<file path="src/hw/rtl/edge_error_lod_selector_unit_macros.svh">
// Assertion helpers for the edge error LOD selector back end.
// They use the clock and reset of the module that includes them.
`ifndef EDGE_ERROR_LOD_SELECTOR_UNIT_MACROS_SVH
`define EDGE_ERROR_LOD_SELECTOR_UNIT_MACROS_SVH

// same-cycle implication
`define ELLSU_CHECK(name, pre, post) \
   name: assert property (@(posedge clock) disable iff (reset) (pre) |-> (post)) \
      else $error("ellsu check failed");

// next-cycle implication
`define ELLSU_CHECK_NEXT(name, pre, post) \
   name: assert property (@(posedge clock) disable iff (reset) (pre) |=> (post)) \
      else $error("ellsu check failed");

`endif

</file>
<file path="src/hw/rtl/ellsu_pkg.sv">
package ellsu_pkg;

   localparam logic [31:0] PRECISION_RESET = 32'd1306205;
   localparam logic [31:0] HALF_Q16        = 32'h0000_8000;
   localparam logic [31:0] ERR_SAT         = 32'hFFFF_FFFF;
   localparam logic [1:0]  EDGE_LEFT       = 2'd3;
   localparam int          QDEPTH          = 2;

   // one classified edge: differences in units of 1/64
   typedef struct packed {
      logic [1:0]        edge_idx;
      logic [2:0][30:0]  v;
      logic [2:0][30:0]  w;
   } q_entry_type;

   typedef struct packed {
      logic [31:0]      edge_error;
      logic             edge_high_res;
      logic             strips_valid;
      logic [3:0][1:0]  strip_code;
   } result_type;

   // shared root / divide unit
   typedef struct packed {
      logic        start;
      logic        is_sqrt;
      logic [63:0] num;
      logic [63:0] den;
      logic [31:0] src;
   } iter_req_type;

   typedef struct packed {
      logic        done;
      logic        busy;
      logic [31:0] result;
   } iter_rsp_type;

   function automatic logic [31:0] mag32(input logic signed [31:0] x);
      logic [31:0] r;
      r = x[31] ? 32'(-x) : 32'(x);
      return r;
   endfunction

endpackage

</file>
<file path="src/hw/rtl/ellsu_front.sv">
module ellsu_front (
   input  logic signed [31:0]   eye_x,
   input  logic signed [31:0]   eye_y,
   input  logic signed [31:0]   eye_z,
   input  logic signed [31:0]   start_x,
   input  logic signed [31:0]   start_y,
   input  logic signed [31:0]   start_z,
   input  logic signed [31:0]   finish_x,
   input  logic signed [31:0]   finish_y,
   input  logic signed [31:0]   finish_z,
   input  logic [1:0]           edge_index,
   output ellsu_pkg::q_entry_type entry
);

   logic signed [32:0] dv [3];
   logic signed [32:0] dw [3];

   // 33-bit differences, floor divide by 4
   always_comb begin
      dv[0] = 33'(finish_x) - 33'(start_x);
      dv[1] = 33'(finish_y) - 33'(start_y);
      dv[2] = 33'(finish_z) - 33'(start_z);
      dw[0] = 33'(eye_x) - 33'(start_x);
      dw[1] = 33'(eye_y) - 33'(start_y);
      dw[2] = 33'(eye_z) - 33'(start_z);
      entry.edge_idx = edge_index;
      for (int i = 0; i < 3; i++) begin
         entry.v[i] = dv[i][32:2];
         entry.w[i] = dw[i][32:2];
      end
   end

endmodule

</file>
<file path="config.mk">
export PLATFORM = sky130hd
export DESIGN_NAME = ellsu_front
export DESIGN_NICKNAME = d
export VERILOG_FILES = /design/src/hw/rtl/edge_error_lod_selector_unit_macros.svh /design/src/hw/rtl/ellsu_pkg.sv /design/src/hw/rtl/ellsu_front.sv
export SDC_FILE = /design/constraint.sdc
export NUM_CORES = 1
export LEC_CHECK = 0
export ABC_AREA = 1
export BUFFER_PORTS_ARGS = -buffer_cell sky130_fd_sc_hd__buf_2
export CAP_MARGIN = 20
export CORE_AREA = 2 2 188 190
export DETAILED_ROUTE_END_ITERATION = 8
export DIE_AREA = 0 0 190 192
export PLACE_DENSITY = 0.61
export SLEW_MARGIN = 20
export SYNTH_ARGS = -nofsm -noshare
export SYNTH_HDL_FRONTEND = slang
export SYNTH_SLANG_ARGS = --single-unit
</file>
<file path="constraint.sdc">
create_clock -name vclk -period 2.65
set_input_delay 0.265 -clock vclk [all_inputs]
set_output_delay 0.265 -clock vclk [all_outputs]
set_load 0.01 [all_outputs]
</file>
==> parameters.txt <==
Parameter                              Value

Drt
  Antenna Nets Post-Route ... 0
  Top sig layer ... met5
  Amount of wire on met3 after detailed routing ... 3960 um
  Number of vias in the routed layout ... 17300
  Wire length per cell ... 18.8 um
  Number of DRC violations after detailed-routing iteration 0 ... 1052
  Routed WL ... 61800 um
  Mean number of vias per cell ... 5.26
  DRC violations left ... 0
  Sum of routed wire segments on met1 ... 26200 um
  Length of the first detailed-routing pass in iterations ... 7
  Met2 WL ... 29000 um

Timing
  Setup total negative slack ... 0 ns
  Part of the cycle the worst path needs ... 96.1%
  Setup violations, final ... 0
  Max-slew headroom ... 63.3%
  F_max ... 0.393 GHz
  Shortest clock period the worst path allows after layout ... 2.55 ns
  Setup repair after global routing missed its margin ... no
  Transition time at the pin with the least slew margin ... 0.544 ns
  Final hold vios ... 0
  Slew Viols, Final ... 0

Setup path
  CP startpoint kind ... input port
  Slowest Stage Delay on Critical Path ... 0.43 ns
  Maximum fanout encountered on the critical timing path ... 4
  Cells along the critical path ... buf_2, inv_1, ha_1, nand2_1, nor2_1, inv_1, nor2_1, nand4_1, nand3_1, xor2_1, buf_2
  Category of the most critical setup path ... input port to primary output
  Data required time of the critical path ... 2.38 ns
  Critical path launch point ... start_x[14]
  Cell with the largest stage delay on the worst path ... sky130_fd_sc_hd__ha_1
  Endpoint arrival time on the critical path ... 2.28 ns
  Type of destination of the critical path ... primary output
  Setup crit end ... entry[110]

Place
  Placed Instances ... 3280
  Routability Congestion ... 1.02
  Count of buffers from port buffering ... 474
  HPWL Detailed ... 56800 um

Layout
  Flip-flop and latch area ... 0 um^2
  Number of clock buffers in the layout ... 0
  Most common cell after layout, fill and taps aside ... sky130_fd_sc_hd__nand2_1
  Fill count ... 3952
  Synth-to-Final Area Change ... 25.0%
  Post-Layout Cell Count ... 3281
  Commonest cells after routing, fill and taps aside ... 726 x sky130_fd_sc_hd__nand2_1, 474 x sky130_fd_sc_hd__buf_2, 337 x sky130_fd_sc_hd__nor2_1
  Multi-input gate area in the final layout ... 11000 um^2
  Number of flip-flops and latches ... 0
  # nets final ... 3303
  Share of post-route cells with drive strength above 1 ... 19.3%

Floorplan
  Count of standard-cell rows ... 68
  Die Width ... 190 um
  Initial Util ... 35.4%
  Height of the chip ... 192 um
  Number of placed I/O pins ... 478
  Die area ... 36500 um^2
  Area of the core ... 34300 um^2

Synth
  Average size of a mapped cell ... 5.19 um^2
  Largest area contributor in the netlist ... sky130_fd_sc_hd__nand2_1
  Post-synth top area share ... 22.4%
  Post-synthesis instance total ... 2341
  Post-synth net total ... 2817
  Number of distinct library cell variants in the gate-level netlist after synthesis ... 24
  Sequential share of the synthesized area ... 0%
  Largest cells by area after synthesis ... sky130_fd_sc_hd__nand2_1 22%, sky130_fd_sc_hd__ha_1 19%, sky130_fd_sc_hd__nor2_1 10%
  Post-Synthesis Cell Area ... 12100 um^2
  Number of warnings issued by yosys ... 0

Global route
  Wire length of the first global-routing pass ... 90600 um
  Pin count of the biggest net entering global routing ... 6
  All-Layer GR Usage ... 32.1%
  Total global routing overflow ... 0
  Number of antenna violations at the first check in global routing ... 3
  Vias in the first global route ... 16600

Power
  Static leakage ... 8.74 nW
  Share of power burned in the clock network ... 0%
  Internal Dissipation ... 1.59 mW
  Logic gate share of total power ... 100.0%
  Switching power summed over all nets ... 2.91 mW
  Peak ir drop on the vdd network ... 0.000129 V
  Sequential power share ... 0%
  Switching share of power ... 64.7%
  Power per cell area ... 297 nW/um^2

Min path
  Type of the tightest min-delay check ... input port to primary output
  Hold Path Depth ... 0

Clock network
  Post-CTS Setup Repair Bufs ... 0

Flow run
  Max-cap violations ... 0

Outcome
  Status ... finished, final reports clean
[worst max-delay path, delay by kind of cell]
| kind | cells | cell delay [ns] |
|---|---|---|
| simple gates | 5 | 0.88 |
| buf+inv | 4 | 0.44 |
| fa+ha+maj | 1 | 0.43 |
| xor+xnor | 1 | 0.26 |
[worst min-delay path by stage]
| stage | startpoint | end | slack [ns] |
|---|---|---|---|
| 3_3_place_gp | edge_index[0] | entry[186] | 0.53 |
| 2_1_floorplan | edge_index[0] | entry[186] | 0.62 |
| 6_report | edge_index[0] | entry[186] | 0.53 |
| 3_5_place_dp | edge_index[0] | entry[186] | 0.53 |
| 4_1_cts | edge_index[0] | entry[186] | 0.53 |
| 5_1_grt | edge_index[0] | entry[186] | 0.53 |
[logic make-up after synthesis]
| group | count (synthesis) | synth area share, % |
|---|---|---|
| AO/OA/AOI/OAI | 411 | 18.2 |
| XOR/XNOR | 120 | 8.66 |
| adder cells (fa/ha/maj) | 186 | 19.2 |
| buffers and inverters | 301 | 9.37 |
| AND/OR/NAND/NOR | 1323 | 44.6 |
[power by group through the flow]
stage | Sequential [mW] | Combinational, mW | Clock (mW)
2_1_floorplan | 0 | 2.63 | 0
3_3_place_gp | 0 | 4.45 | 0
3_5_place_dp | 0 | 4.43 | 0
4_1_cts | 0 | 4.45 | 0
5_1_grt | 0 | 4.91 | 0.0000000505
6_report | 0 | 4.50 | 0.0000000506
[synth_stat cells]
cell and count:
sky130_fd_sc_hd__inv_1 291, sky130_fd_sc_hd__nor3_1 26, sky130_fd_sc_hd__o211ai_1 3, sky130_fd_sc_hd__nand3_1 142, sky130_fd_sc_hd__nand2_2 31, sky130_fd_sc_hd__nand3b_1 8
sky130_fd_sc_hd__inv_2 8, sky130_fd_sc_hd__xor2_1 112, sky130_fd_sc_hd__a21oi_1 224, sky130_fd_sc_hd__nor4_1 10, sky130_fd_sc_hd__a21oi_2 6, sky130_fd_sc_hd__o21bai_1 11
sky130_fd_sc_hd__buf_4 2, sky130_fd_sc_hd__nor2_1 339, sky130_fd_sc_hd__ha_1 186, sky130_fd_sc_hd__a21o_1 27, sky130_fd_sc_hd__nor2_2 11, sky130_fd_sc_hd__o21ai_0 126
sky130_fd_sc_hd__o21a_1 12, sky130_fd_sc_hd__nand2_1 726, sky130_fd_sc_hd__and2_1 6, sky130_fd_sc_hd__o21ai_1 2, sky130_fd_sc_hd__xnor2_1 8, sky130_fd_sc_hd__nand4_1 24
[what timing repair did]
action	CTS	global route
hold buffers	0	0
setup endpoints to repair	0	3
endpoints found under the hold margin	0	0
resized for setup	0	5
[through the flow]
step	util [%]	hold slack, ns	setup WS (ns)	total power, mW	instance area, um^2
after floorplan	-	0.622	0.815	2.63	12100
after CTS	44.2	0.530	0.0734	4.45	15200
after detailed placement	44.2	0.530	0.0849	4.43	15200
after global routing	44.3	0.530	0.0145	4.91	15200
final	44.3	0.530	0.102	4.50	15200
after global placement	44.2	0.530	0.0446	4.45	15200
[cell type report]
type,count,area share [%]
inverter,299,7.39
timing repair buffer,486,16.2
multi-input combinational,2040,72.6
antenna,1,0.0165
tap,455,3.75
[per-layer routing]
layer	vias to the layer above	track usage (%)
met5	-	0
met4	4	11.7
met3	115	2.80
met2	711	56.6
met1	7804	40.6
li1	8616	-
(Power assumes the default switching activity.)
