File: config.mk
export PLATFORM = sky130hd
export DESIGN_NAME = ellsu_fifo
export DESIGN_NICKNAME = d
export VERILOG_FILES = /design/src/hw/rtl/edge_error_lod_selector_unit_macros.svh /design/src/hw/rtl/ellsu_pkg.sv /design/src/hw/rtl/ellsu_fifo.sv
export SDC_FILE = /design/constraint.sdc
export NUM_CORES = 1
export LEC_CHECK = 0
export CAP_MARGIN = 10
export CORE_MARGIN = 5
export CORE_UTILIZATION = 55
export CTS_CLUSTER_DIAMETER = 150
export CTS_CLUSTER_SIZE = 10
export DETAILED_ROUTE_END_ITERATION = 16
export DONT_BUFFER_PORTS = 1
export GPL_ROUTABILITY_DRIVEN = 0
export GPL_TIMING_DRIVEN = 0
export PLACE_DENSITY = 0.71
export SYNTH_ARGS = -nofsm -noshare
export SYNTH_HDL_FRONTEND = slang
export SYNTH_SLANG_ARGS = --single-unit
File: constraint.sdc
create_clock -name clock -period 7.7 [get_ports clock]
set_input_delay 0.77 -clock clock [delete_from_list [all_inputs] [get_ports clock]]
set_output_delay 0.77 -clock clock [all_outputs]
set_load 0.05 [all_outputs]
File: src/hw/rtl/edge_error_lod_selector_unit_macros.svh
// Assertion helpers for the edge error LOD selector back end.
// They use the clock and reset of the module that includes them.
`ifndef EDGE_ERROR_LOD_SELECTOR_UNIT_MACROS_SVH
`define EDGE_ERROR_LOD_SELECTOR_UNIT_MACROS_SVH

// same-cycle implication
`define ELLSU_CHECK(name, pre, post) \
   name: assert property (@(posedge clock) disable iff (reset) (pre) |-> (post)) \
      else $error("ellsu check failed");

// next-cycle implication
`define ELLSU_CHECK_NEXT(name, pre, post) \
   name: assert property (@(posedge clock) disable iff (reset) (pre) |=> (post)) \
      else $error("ellsu check failed");

`endif

File: src/hw/rtl/ellsu_pkg.sv
package ellsu_pkg;

   localparam logic [31:0] PRECISION_RESET = 32'd1306205;
   localparam logic [31:0] HALF_Q16        = 32'h0000_8000;
   localparam logic [31:0] ERR_SAT         = 32'hFFFF_FFFF;
   localparam logic [1:0]  EDGE_LEFT       = 2'd3;
   localparam int          QDEPTH          = 2;

   // one classified edge: differences in units of 1/64
   typedef struct packed {
      logic [1:0]        edge_idx;
      logic [2:0][30:0]  v;
      logic [2:0][30:0]  w;
   } q_entry_type;

   typedef struct packed {
      logic [31:0]      edge_error;
      logic             edge_high_res;
      logic             strips_valid;
      logic [3:0][1:0]  strip_code;
   } result_type;

   // shared root / divide unit
   typedef struct packed {
      logic        start;
      logic        is_sqrt;
      logic [63:0] num;
      logic [63:0] den;
      logic [31:0] src;
   } iter_req_type;

   typedef struct packed {
      logic        done;
      logic        busy;
      logic [31:0] result;
   } iter_rsp_type;

   function automatic logic [31:0] mag32(input logic signed [31:0] x);
      logic [31:0] r;
      r = x[31] ? 32'(-x) : 32'(x);
      return r;
   endfunction

endpackage

File: src/hw/rtl/ellsu_fifo.sv
module ellsu_fifo (
   input  logic                   clock,
   input  logic                   reset,
   input  logic                   push,
   input  ellsu_pkg::q_entry_type wdata,
   output logic                   full,
   input  logic                   pop,
   output ellsu_pkg::q_entry_type rdata,
   output logic                   valid
);

   localparam int PtrW = (ellsu_pkg::QDEPTH > 1) ? $clog2(ellsu_pkg::QDEPTH) : 1;
   localparam logic [PtrW-1:0] LastPtr = PtrW'(ellsu_pkg::QDEPTH - 1);
   localparam logic [PtrW:0]   DepthCnt = (PtrW+1)'(ellsu_pkg::QDEPTH);

   ellsu_pkg::q_entry_type mem_ff [ellsu_pkg::QDEPTH];
   logic [PtrW-1:0] wr_ff, wr_in, rd_ff, rd_in;
   logic [PtrW:0]   cnt_ff, cnt_in;
   logic            do_push, do_pop;

   assign full    = (cnt_ff == DepthCnt);
   assign valid   = (cnt_ff != '0);
   assign rdata   = mem_ff[rd_ff];
   assign do_push = push && !full;
   assign do_pop  = pop && valid;

   // pointer and fill count
   always_comb begin
      wr_in  = do_push ? ((wr_ff == LastPtr) ? '0 : wr_ff + 1'b1) : wr_ff;
      rd_in  = do_pop  ? ((rd_ff == LastPtr) ? '0 : rd_ff + 1'b1) : rd_ff;
      cnt_in = cnt_ff + (PtrW+1)'(do_push) - (PtrW+1)'(do_pop);
   end

   always_ff @(posedge clock) begin
      if (reset) begin
         wr_ff  <= '0;
         rd_ff  <= '0;
         cnt_ff <= '0;
      end else begin
         wr_ff  <= wr_in;
         rd_ff  <= rd_in;
         cnt_ff <= cnt_in;
      end
   end

   always_ff @(posedge clock) begin
      if (do_push) begin
         mem_ff[wr_ff] <= wdata;
      end
   end

endmodule

==> results of run 1 <==
-- layout make-up --
cell class                      instances  area (sq um)  area share
Sequential cell                       381         11390      0.7160
Multi-Input combinational cell        206          2615      0.1644
Clock buffer                           54          1160     0.07291
Tap cell                              330         412.9     0.02595
Buffer                                 21         198.9     0.01250
Timing Repair Buffer                    3         82.58    0.005191
Clock inverter                          3         26.28    0.001652
Inverter                                4         22.52    0.001416
-- logic make-up after synthesis --
family,count (synthesis),share of synthesized area
simple gates,11,0.004050
compound gates,3,0.001232
xor+xnor,2,0.001233
buf+inv,25,0.01505
mux,188,0.1753
fa+ha+maj,2,0.001760
flops,381,0.8013
-- placed cells by master, fill, tap and decap left out, types with 2 or more instances in the layout --
master | Yosys | layout
sky130_fd_sc_hd__ha_1 | 2 | 2
sky130_fd_sc_hd__nor2_1 | 3 | 3
sky130_fd_sc_hd__inv_1 | 4 | 3
sky130_fd_sc_hd__edfxtp_1 | 376 | 376
sky130_fd_sc_hd__mux2_4 | 100 | 100
sky130_fd_sc_hd__inv_6 | 0 | 3
sky130_fd_sc_hd__buf_16 | 0 | 3
sky130_fd_sc_hd__clkbuf_1 | 0 | 9
sky130_fd_sc_hd__clkbuf_16 | 0 | 45
sky130_fd_sc_hd__buf_6 | 15 | 15
sky130_fd_sc_hd__dfxtp_1 | 5 | 5
sky130_fd_sc_hd__mux2_2 | 88 | 88
sky130_fd_sc_hd__buf_2 | 6 | 6
-- metal layers --
metal,part of all wire,vias to the layer above
li1,-,2512
met1,0.31,2812
met2,0.51,311
met3,0.16,38
met4,0.019,0
met5,0,-
-- final timing paths --
path                                 from        endpoint  slack [ns]  cells past startpoint
worst min-delay path                reset           wr_ff        0.31                      1
worst max register to register  cnt_ff[0]  mem_ff[0][135]        5.03                      5
worst min register to register      wr_ff           wr_ff        0.48                      2
worst max-delay path            cnt_ff[0]  mem_ff[0][135]        5.03                      5
-- per-stage QoR --
step | hold slack (ns) | utilization | setup WS [ns]
after floorplan | 0.4518 | - | 2.009
after global placement | 0.4613 | 0.5776 | 0.2027
after detailed placement | 0.4753 | 0.5813 | 5.042
after CTS | 0.2910 | 0.6281 | 5.012
after global routing | 0.2938 | 0.6281 | 4.875
final | 0.3129 | 0.6281 | 5.028
-- registers in the layout, indices dropped and copies added, names as in the netlist, named ones only --
register / count
mem_ff: 376
cnt_ff: 2
rd_ff: 1
wr_ff: 1
-- power by group through the flow --
stage | registers (mW) | clock network (mW) | logic, mW
after floorplan | 2.79 | 0 | 2.21
after CTS | 2.72 | 1.80 | 2.49
final | 2.72 | 1.75 | 2.45
after global placement | 2.83 | 0 | 2.44
after detailed placement | 2.76 | 0 | 2.48
after global routing | 2.74 | 1.89 | 2.53
==> summary.md, run 1 <==
- 1,667 — number of filler instances in the final layout
- 0.253 — clock group share of total power
- 0 — initial antenna violation count
- 0.9136 ns — transition at the pin with the smallest max-transition slack
- 23.23 sq um — average instance area after synthesis
- 381 — synthesized flop and latch total
- 0 — count of pins over their slew limit
- 0.52 ns — Worst-Skew Late Latency
- 0.01421 sq mm — Netlist Area Pre-Place
- sky130_fd_sc_hd__edfxtp_1 — leading area contributor after synthesis
- 170.8 um — DIE WIDTH
- 0 — Post-CTS Repair Setup Buffers
- 26.30 um — average wire length per cell after detail routing
- 317 — Initial DRC Count
- 5 — 1st-pass router iterations
- 0.02533 sq mm — core region area
- 22 — post-synth cell types
- sky130_fd_sc_hd__edfxtp_1 — dominant cell by count in the synthesized netlist
- 376 — number of flops mapped to enable cells by yosys
- 0.02916 sq mm — Die Footprint
- 0 — post-CTS resize count
- 0 — count of input and output buffers
- 0 — Antenna Violating Nets Remaining
- 3 — buffer depth of the longest clock path
- 5.410 nW — leakage component of the power
- 0.8013 — part of the Yosys area used for sequential elements
- 0 — number of max-capacitance violations reported
- 0.1731 — routing usage on met1
- 2.608 mW — Switching Power
- 0.393 — sequential power share
- 58 — number of core rows
- 612 — synthesized instance count
- reg -> reg — category of the critical setup timing path
- 0 — hold-fix buffers at CTS
- 434.7 mW/mm^2 — pwr/cell area
- sky130_fd_sc_hd__edfxtp_1 (79%), sky130_fd_sc_hd__mux2_4 (11%), sky130_fd_sc_hd__mux2_2 (7.0%) — Area contributors post-synth
- 0.01472 sq mm — Cell Area, Placed
- buffers and inverters — kind of cell with the highest combined delay on the critical path
- finished clean — status
- in -> reg — Tightest Hold Check Type
- 123 — pin count of the biggest net entering global routing
- nand2b_1 -> inv_1 -> or3_1 -> inv_8 -> buf_16 — worst-path cell chain
- 855 — number of nets in the finished design
- 7.84 ns — Critical Path RT
- 0 — number of remaining DRC errors
- 0.7943 — share of Yosys cell area claimed by the top area cell type
- 945 — cell total after placement
- 0 ns — sum of negative setup slack
- 1,002 — final std cells w/o fill
- 26,350 um — final WL
- 6,168 — via count of the first global-routing pass
- 0 — Congestion Overflow GR
- 382 — number of placed I/O pins
- 0.355 — Comb pwr share
- 44 — Inserted Clock Buffers
- 0.05 ns — clock transition at the registers of the reported paths
- 3 — CP bufs+invs
- 0.3470 — portion of the clock cycle consumed by the worst path in the final layout
- 0 — count of yosys warnings during synthesis
- 6.915 mW — Power Total
- 0 — ant diodes
- 0.3909 — Slew HR
- 0.1091 — GR Util met3
- 11.92% — area growth from synthesis to layout
- 2.672 ns — final period demand of the worst path
- 38,170 um — global-route wire length before repair
- 0.3771 — proportion of total power due to net switching
- 170.8 um — overall die height
- 0.1736 — GRT Overall Usage
- 0.01040 ns — final clock skew
- sky130_fd_sc_hd__or3_1 — critical-path cell with the highest stage delay
- 5,673 — detailed-route via count
- 381 — clock tree sinks
- sky130_fd_sc_hd__edfxtp_1 (376), sky130_fd_sc_hd__mux2_4 (100), sky130_fd_sc_hd__mux2_2 (88) — Post-synth top cells
- sky130_fd_sc_hd__edfxtp_1 — dominant register cell in the synthesized netlist
- 0.50 ns — Max stage delay on crit path
- 0.01591 sq mm — post-route cell area
- 0 — final hold viol count
- 2 — total number of H-tree levels
- flop — critical path launch point type
- 0.3743 GHz — achievable clock frequency
- 2.81 ns — data arrival time of the critical path
- 122 — biggest fanout along the worst timing path
- 0.4075 mV — worst voltage drop across the vdd grid
- sky130_fd_sc_hd__clkbuf_16 — Clock Root Buffer
- 0.3030 — met2 track demand over resource
- flop — crit end category
- 4.307 mW — internal power
- no — setup repair after global routing missed its margin
- 0 — Finish-stage setup viols
- 0.3914 — share of cells above drive strength 1
- 0 — Synth async-reset ratio
- yes — CTS tree
- met2 — GRT busiest layer
- 5.662 — ratio of routed vias to standard cells
- 806 — Post-Syn Nets
- 18,350 um — half-perimeter wire length of the detailed placement result
- 0.5613 — Starting Density
No activity file was read; power rests on OpenSTA's default activity.
==> inputs of run 2 (changes only) <==
--- a/config.mk
+++ b/config.mk
@@ -14,7 +14,7 @@
 export DONT_BUFFER_PORTS = 1
 export GPL_ROUTABILITY_DRIVEN = 0
 export GPL_TIMING_DRIVEN = 0
-export PLACE_DENSITY = 0.71
+export PLACE_DENSITY = 0.74
 export SYNTH_ARGS = -nofsm -noshare
 export SYNTH_HDL_FRONTEND = slang
 export SYNTH_SLANG_ARGS = --single-unit
==> constraint.sdc (replaced) <==
create_clock -name clock -period 2.45 [get_ports clock]
set_input_delay 0.245 -clock clock [delete_from_list [all_inputs] [get_ports clock]]
set_output_delay 0.245 -clock clock [all_outputs]
set_load 0.05 [all_outputs]
==> summary.md, run 2 (synthesized netlist as in run 1, its figures left out) <==
- finished clean — status
- cnt_ff[0] — start of the worst register-to-register path
- sky130_fd_sc_hd__edfxtp_1 — most common library cell in the layout ignoring fill and taps
- sky130_fd_sc_hd__edfxtp_1 (376), sky130_fd_sc_hd__dlygate4sd3_1 (189), sky130_fd_sc_hd__mux2_4 (100) — commonest cells after routing, fill and taps aside
- 0 — final hold viol count
- mem_ff (376), cnt_ff (2) — registers with the most flip-flops
- 0.7224 ns — transition at the pin with the smallest max-transition slack
- 0 — count of input and output buffers
- 2 — total number of H-tree levels
- in -> reg — Tightest Hold Check Type
- 0.5184 — Slew HR
- 1.229 mV — worst voltage drop across the vdd grid
- 26.11 um — average wire length per cell after detail routing
- cnt_ff[0] — Critical Path Start
- 5.585 — ratio of routed vias to standard cells
- 4 — 1st-pass router iterations
- 44 — Inserted Clock Buffers
- 0 — number of remaining DRC errors
- 0 — Finish-stage setup viols
- 0.3156 — share of cells above drive strength 1
- 0.7066 — final standard cell utilization of the core
- 0 — Antenna Violating Nets Remaining
- 0.06 ns — clock transition at the registers of the reported paths
- 0.09152 ns — Fin Hold WS
- mem_ff[0][68] — Critical R2R Capture
- 45 — biggest fanout along the worst timing path
- flop — critical path launch point type
- 0.2037 — GRT Overall Usage
- 0 — count of pins over their slew limit
- 381 — clock tree sinks
- 170.8 um — overall die height
- 0.5613 — Starting Density
- 2.58 ns — data arrival time of the critical path
- 170.8 um — DIE WIDTH
- 0.02916 sq mm — Die Footprint
- 5 — initial antenna violation count
- 2.64 ns — Critical Path RT
- 0.4180 GHz — achievable clock frequency
- 587 — Initial DRC Count
- 6 — reg2reg path depth
- 376 — max FFs per register
- 19,450 um — half-perimeter wire length of the detailed placement result
- 31,310 um — final WL
- 3 — buffer depth of the longest clock path
- 0.06 ns — setup slack of the worst register-to-register path
- 382 — number of placed I/O pins
- flop — crit end category
- 125 — pin count of the biggest net entering global routing
- 0 — number of max-capacitance violations reported
- no — setup repair after global routing missed its margin
- 0.51 ns — Worst-Skew Late Latency
- 0.02533 sq mm — core region area
- 0.01248 ns — final clock skew
- 6.222 nW — leakage component of the power
- 44,840 um — global-route wire length before repair
- mem_ff — register with the most flip-flops
- yes — CTS tree
- 2.392 ns — final period demand of the worst path
- 58 — number of core rows
- reg -> reg — category of the critical setup timing path
- wr_ff — Hold EP
- 1,049 — number of nets in the finished design
- 7,276 — via count of the first global-routing pass
- 6,697 — detailed-route via count
- 0.9765 — portion of the clock cycle consumed by the worst path in the final layout
- 3 — worst hold stages
- push — start point of the worst hold path
- 1250 mW/mm^2 — pwr/cell area
- 22.37 mW — Power Total
- sky130_fd_sc_hd__clkbuf_16 — Clock Root Buffer
- 25.89% — area growth from synthesis to layout
- 0 — Congestion Overflow GR
==> run 2: cell count changes in the layout (fill, tap and decap cells not counted), moves of 2 or more <==
cell and change:
sky130_fd_sc_hd__dlygate4sd3_1 +189, sky130_fd_sc_hd__diode_2 +4, sky130_fd_sc_hd__clkinvlp_4 +2, sky130_fd_sc_hd__dfxtp_1 -2, sky130_fd_sc_hd__dfxtp_2 +2
==> run 2: area by class of cell <==
type / count / area (sq um)
fillers: 1406 / 7432
repair buffers: 195 / 2034
flip-flops and latches: 381 / 11390
multi-input cells: 207 / 2635
repair inverters: 1 / 5.005
well taps: 330 / 412.9
clock buffers: 53 / 1156
inverters: 4 / 22.52
plain buffers: 21 / 198.9
diodes: 4 / 10.01
clock inverters: 3 / 26.28
==> run 2: what timing repair did <==
item                                   in CTS  in global routing
resized for setup                           0                  2
cloned                                      1                  2
pin swaps                                   0                  1
setup endpoints to repair                  88                147
hold buffers                              189                  0
buffers inserted                            1                  0
endpoints found under the hold margin     381                  0
==> run 2: per-stage QoR <==
stage | std cells | TNS (ns) | worst slack, ns | area [sq um]
floorplan | 612 | -441.34 | -1.568 | 14240
global placement | 942 | -828.03 | -2.774 | 14650
detailed placement | 948 | -26.52 | -0.4524 | 14790
CTS | 1193 | 0 | 0.04080 | 17840
global route | 1199 | 0 | 0.008602 | 17890
finish | 1199 | 0 | 0.05753 | 17890
==> run 2: worst max-delay path by stage <==
stage	slack [ns]	to	cells after the start
global placement	-2.77	mem_ff[0][58]	4
finish	0.06	mem_ff[0][68]	6
CTS	0.04	mem_ff[1][102]	4
floorplan	-1.57	mem_ff[0][0]	4
global route	0.009	mem_ff[0][103]	6
detailed placement	-0.45	mem_ff[0][58]	7
==> run 2: routing by layer <==
layer  vias to the layer above  routed length [um]  global-route usage
li1                       2907                   -                   -
met1                      3352               11110              0.2376
met5                         -                   7                   0
met4                         2                 890             0.06840
met2                       379               15970              0.3556
met3                        57                3323             0.06932
==> run 2: worst max-delay path, stage by stage, from the launching register on <==
cell and delay [ns]:
sky130_fd_sc_hd__dfxtp_2 0.36, sky130_fd_sc_hd__nand2b_4 0.17, sky130_fd_sc_hd__clkinvlp_4 0.28, sky130_fd_sc_hd__or3_4 0.51, sky130_fd_sc_hd__clkinvlp_4 0.17, sky130_fd_sc_hd__buf_4 0.26
sky130_fd_sc_hd__buf_16 0.26
==> run 2: where the power goes <==
group / internal, mW / total, mW / switching (mW)
Combinational: 2.21 / 8.22 / 6.01
Clock: 3.28 / 5.58 / 2.29
Sequential: 8.31 / 8.57 / 0.263
Total: 13.8 / 22.4 / 8.57
==> inputs of run 3 (changes only) <==
--- a/config.mk
+++ b/config.mk
@@ -5,6 +5,8 @@
 export SDC_FILE = /design/constraint.sdc
 export NUM_CORES = 1
 export LEC_CHECK = 0
+export ABC_AREA = 1
+export ABC_CLOCK_PERIOD_IN_PS = 2450
 export CAP_MARGIN = 10
 export CORE_MARGIN = 5
 export CORE_UTILIZATION = 55
@@ -15,6 +17,7 @@
 export GPL_ROUTABILITY_DRIVEN = 0
 export GPL_TIMING_DRIVEN = 0
 export PLACE_DENSITY = 0.74
+export RECOVER_POWER = 25
 export SYNTH_ARGS = -nofsm -noshare
 export SYNTH_HDL_FRONTEND = slang
 export SYNTH_SLANG_ARGS = --single-unit
==> summary.md, run 3 <==
- 1185 mW/mm^2 — pwr/cell area
- 0.4595 GHz — achievable clock frequency
- in -> reg — Tightest Hold Check Type
- 0 — Synth async-reset ratio
- 0 — Congestion Overflow GR
- 5.631 — ratio of routed vias to standard cells
- sky130_fd_sc_hd__edfxtp_1 — dominant register cell in the synthesized netlist
- flop — crit end category
- 0 — number of max-capacitance violations reported
- 2.176 ns — final period demand of the worst path
- 650 — Initial DRC Count
- 0.399 — sequential power share
- 0.52 ns — Worst-Skew Late Latency
- 6,904 — detailed-route via count
- 41 — pin count of the biggest net entering global routing
- 376 — max FFs per register
- mem_ff — register with the most flip-flops
- flop — critical path launch point type
- 12 — post-synth cell types
- 58 — number of core rows
- 818 — Post-Syn Nets
- sky130_fd_sc_hd__edfxtp_1 (79%), sky130_fd_sc_hd__mux2_4 (11%), sky130_fd_sc_hd__mux2_2 (6.9%) — Area contributors post-synth
- yes — CTS tree
- 2 — total number of H-tree levels
- 376 — number of flops mapped to enable cells by yosys
- sky130_fd_sc_hd__clkbuf_16 — Clock Root Buffer
- 0.7893 ns — transition at the pin with the smallest max-transition slack
- sky130_fd_sc_hd__edfxtp_1 (376), sky130_fd_sc_hd__mux2_4 (101), sky130_fd_sc_hd__mux2_2 (87) — Post-synth top cells
- 624 — synthesized instance count
- 0.338 — Comb pwr share
- 2.65 ns — Critical Path RT
- 3 — buffer depth of the longest clock path
- 5 — 1st-pass router iterations
- 32,420 um — final WL
- sky130_fd_sc_hd__edfxtp_1 — dominant cell by count in the synthesized netlist
- 7.836 mW — Switching Power
- 46,570 um — global-route wire length before repair
- no — setup repair after global routing missed its margin
- 0.002639 sq mm — total area of multi-input combinational cells
- 26.44 um — average wire length per cell after detail routing
- 170.9 um — overall die height
- 0.01805 sq mm — post-route cell area
- 0.3663 — proportion of total power due to net switching
- 7,418 — via count of the first global-routing pass
- 0 — count of pins over their slew limit
- 1,067 — number of nets in the finished design
- 31 — biggest fanout along the worst timing path
- 0.01492 sq mm — Cell Area, Placed
- 382 — number of placed I/O pins
- 0 — final hold viol count
- 0.263 — clock group share of total power
- 6.313 nW — leakage component of the power
- 0.7930 — share of Yosys cell area claimed by the top area cell type
- sky130_fd_sc_hd__edfxtp_1 — most common library cell in the layout ignoring fill and taps
- 0.3090 — share of cells above drive strength 1
- 0 — count of yosys warnings during synthesis
- 0 — Antenna Violating Nets Remaining
- 0 ns — sum of negative setup slack
- 0.5621 — Starting Density
- 4 — initial antenna violation count
- 0.8883 — portion of the clock cycle consumed by the worst path in the final layout
- mem_ff (376), cnt_ff (2) — registers with the most flip-flops
- 1,395 — number of filler instances in the final layout
- 170.9 um — DIE WIDTH
- reg -> reg — category of the critical setup timing path
- 0.01424 sq mm — Netlist Area Pre-Place
- 0.01139 sq mm — combined flip-flop and latch cell area
- 0.02920 sq mm — Die Footprint
- sky130_fd_sc_hd__edfxtp_1 — leading area contributor after synthesis
- 2.38 ns — data arrival time of the critical path
- finished clean — status
- 381 — clock tree sinks
- sky130_fd_sc_hd__edfxtp_1 (376), sky130_fd_sc_hd__dlygate4sd3_1 (191), sky130_fd_sc_hd__mux2_4 (101) — commonest cells after routing, fill and taps aside
- 0.8549 mV — worst voltage drop across the vdd grid
- 22.82 sq um — average instance area after synthesis
- 26.80% — area growth from synthesis to layout
- 0.01614 ns — final clock skew
- 20,170 um — half-perimeter wire length of the detailed placement result
- 0 — Finish-stage setup viols
- 0.02533 sq mm — core region area
- 381 — synthesized flop and latch total
- 0.2125 — GRT Overall Usage
- 0.8001 — part of the Yosys area used for sequential elements
- 0.4732 — Slew HR
- 13.56 mW — internal power
- 0 — count of input and output buffers
- 0.05 ns — clock transition at the registers of the reported paths
- 44 — Inserted Clock Buffers
- 0 — post-CTS resize count
- 0 — number of remaining DRC errors
run 3: changes by cell type in the layout (fill, tap and decap cells not counted), moves of 2 or more:
| cell | previous run | this run |
|---|---|---|
| sky130_fd_sc_hd__buf_12 | 0 | 8 |
| sky130_fd_sc_hd__clkbuf_1 | 8 | 17 |
| sky130_fd_sc_hd__diode_2 | 4 | 6 |
| sky130_fd_sc_hd__dlygate4sd3_1 | 189 | 191 |
| sky130_fd_sc_hd__inv_1 | 2 | 8 |
| sky130_fd_sc_hd__inv_6 | 3 | 1 |
| sky130_fd_sc_hd__nand2_1 | 1 | 6 |
| sky130_fd_sc_hd__nand3_1 | 0 | 2 |
| sky130_fd_sc_hd__nor2_1 | 3 | 8 |
run 3: metal layers:
metal | routed length, um | track usage | part of all wire
met5 | 0 | 0 | 0
met4 | 872 | 0.07234 | 0.027
met2 | 16550 | 0.3659 | 0.51
met1 | 11390 | 0.2495 | 0.35
met3 | 3608 | 0.07648 | 0.11
run 3: through the flow:
step / hold slack [ns] / util / setup WS (ns) / power (mW) / std cells
CTS: 0.02328 / 0.7120 / 0.005513 / 21.44 / 1219
detailed placement: 0.3152 / 0.5892 / 0.04367 / 15.57 / 965
finish: 0.05522 / 0.7128 / 0.2737 / 21.39 / 1226
global placement: 0.3114 / 0.5796 / -2.452 / 15.38 / 954
floorplan: 0.3088 / - / -1.262 / 14.64 / 624
global route: 0.06785 / 0.7127 / 0.1360 / 22.11 / 1225
run 3: critical path, stage by stage, from the launching register on:
cell	delay [ns]
sky130_fd_sc_hd__dfxtp_2	0.35
sky130_fd_sc_hd__inv_2	0.06
sky130_fd_sc_hd__nand2_4	0.08
sky130_fd_sc_hd__nand2_2	0.11
sky130_fd_sc_hd__nor2_4	0.47
sky130_fd_sc_hd__buf_12	0.28
sky130_fd_sc_hd__buf_12	0.25
sky130_fd_sc_hd__buf_16	0.21
run 3: timing repair:
action	in CTS	in global routing
hold endpoints to repair	381	0
setup buffers	0	0
hold buffers	191	0
endpoints found under the setup margin	0	50
run 3: kinds of logic (layout without fill, tap and decap cells):
family	count (synthesis)	after routing	share of synthesized area
buffers and inverters	31	296	0.01661
adders and majority gates	2	2	0.001757
and+or+nand+nor	20	21	0.005536
DFF	381	381	0.8001
AOI/OAI and AO/OA	2	2	0.0007031
muxes	188	188	0.1753
other	0	6	0
run 3: area by class of cell:
class,instances,area share
Inverter,10,0.002287
Antenna cell,6,0.0008317
Clock buffer,62,0.06591
Multi-Input combinational cell,213,0.1462
Sequential cell,381,0.6311
Clock inverter,1,0.0004851
Timing Repair Buffer,202,0.1193
Tap cell,330,0.02287
Buffer,21,0.01102
run 3: power by group through the flow:
stage	Sequential, mW	Clock (mW)	Combinational, mW
2_1_floorplan	8.65	0	5.99
3_3_place_gp	8.72	0	6.65
3_5_place_dp	8.64	0	6.93
4_1_cts	8.52	5.67	7.25
5_1_grt	8.61	6.03	7.47
6_report	8.54	5.62	7.24
run 3: worst paths after layout:
check	end	from	depth (start not counted)	slack, ns
hold / removal	rd_ff	pop	4	0.06
setup reg to reg	mem_ff[0][144]	cnt_ff[0]	7	0.27
hold reg to reg	rd_ff	rd_ff	2	0.53
setup / recovery	mem_ff[0][144]	cnt_ff[0]	7	0.27
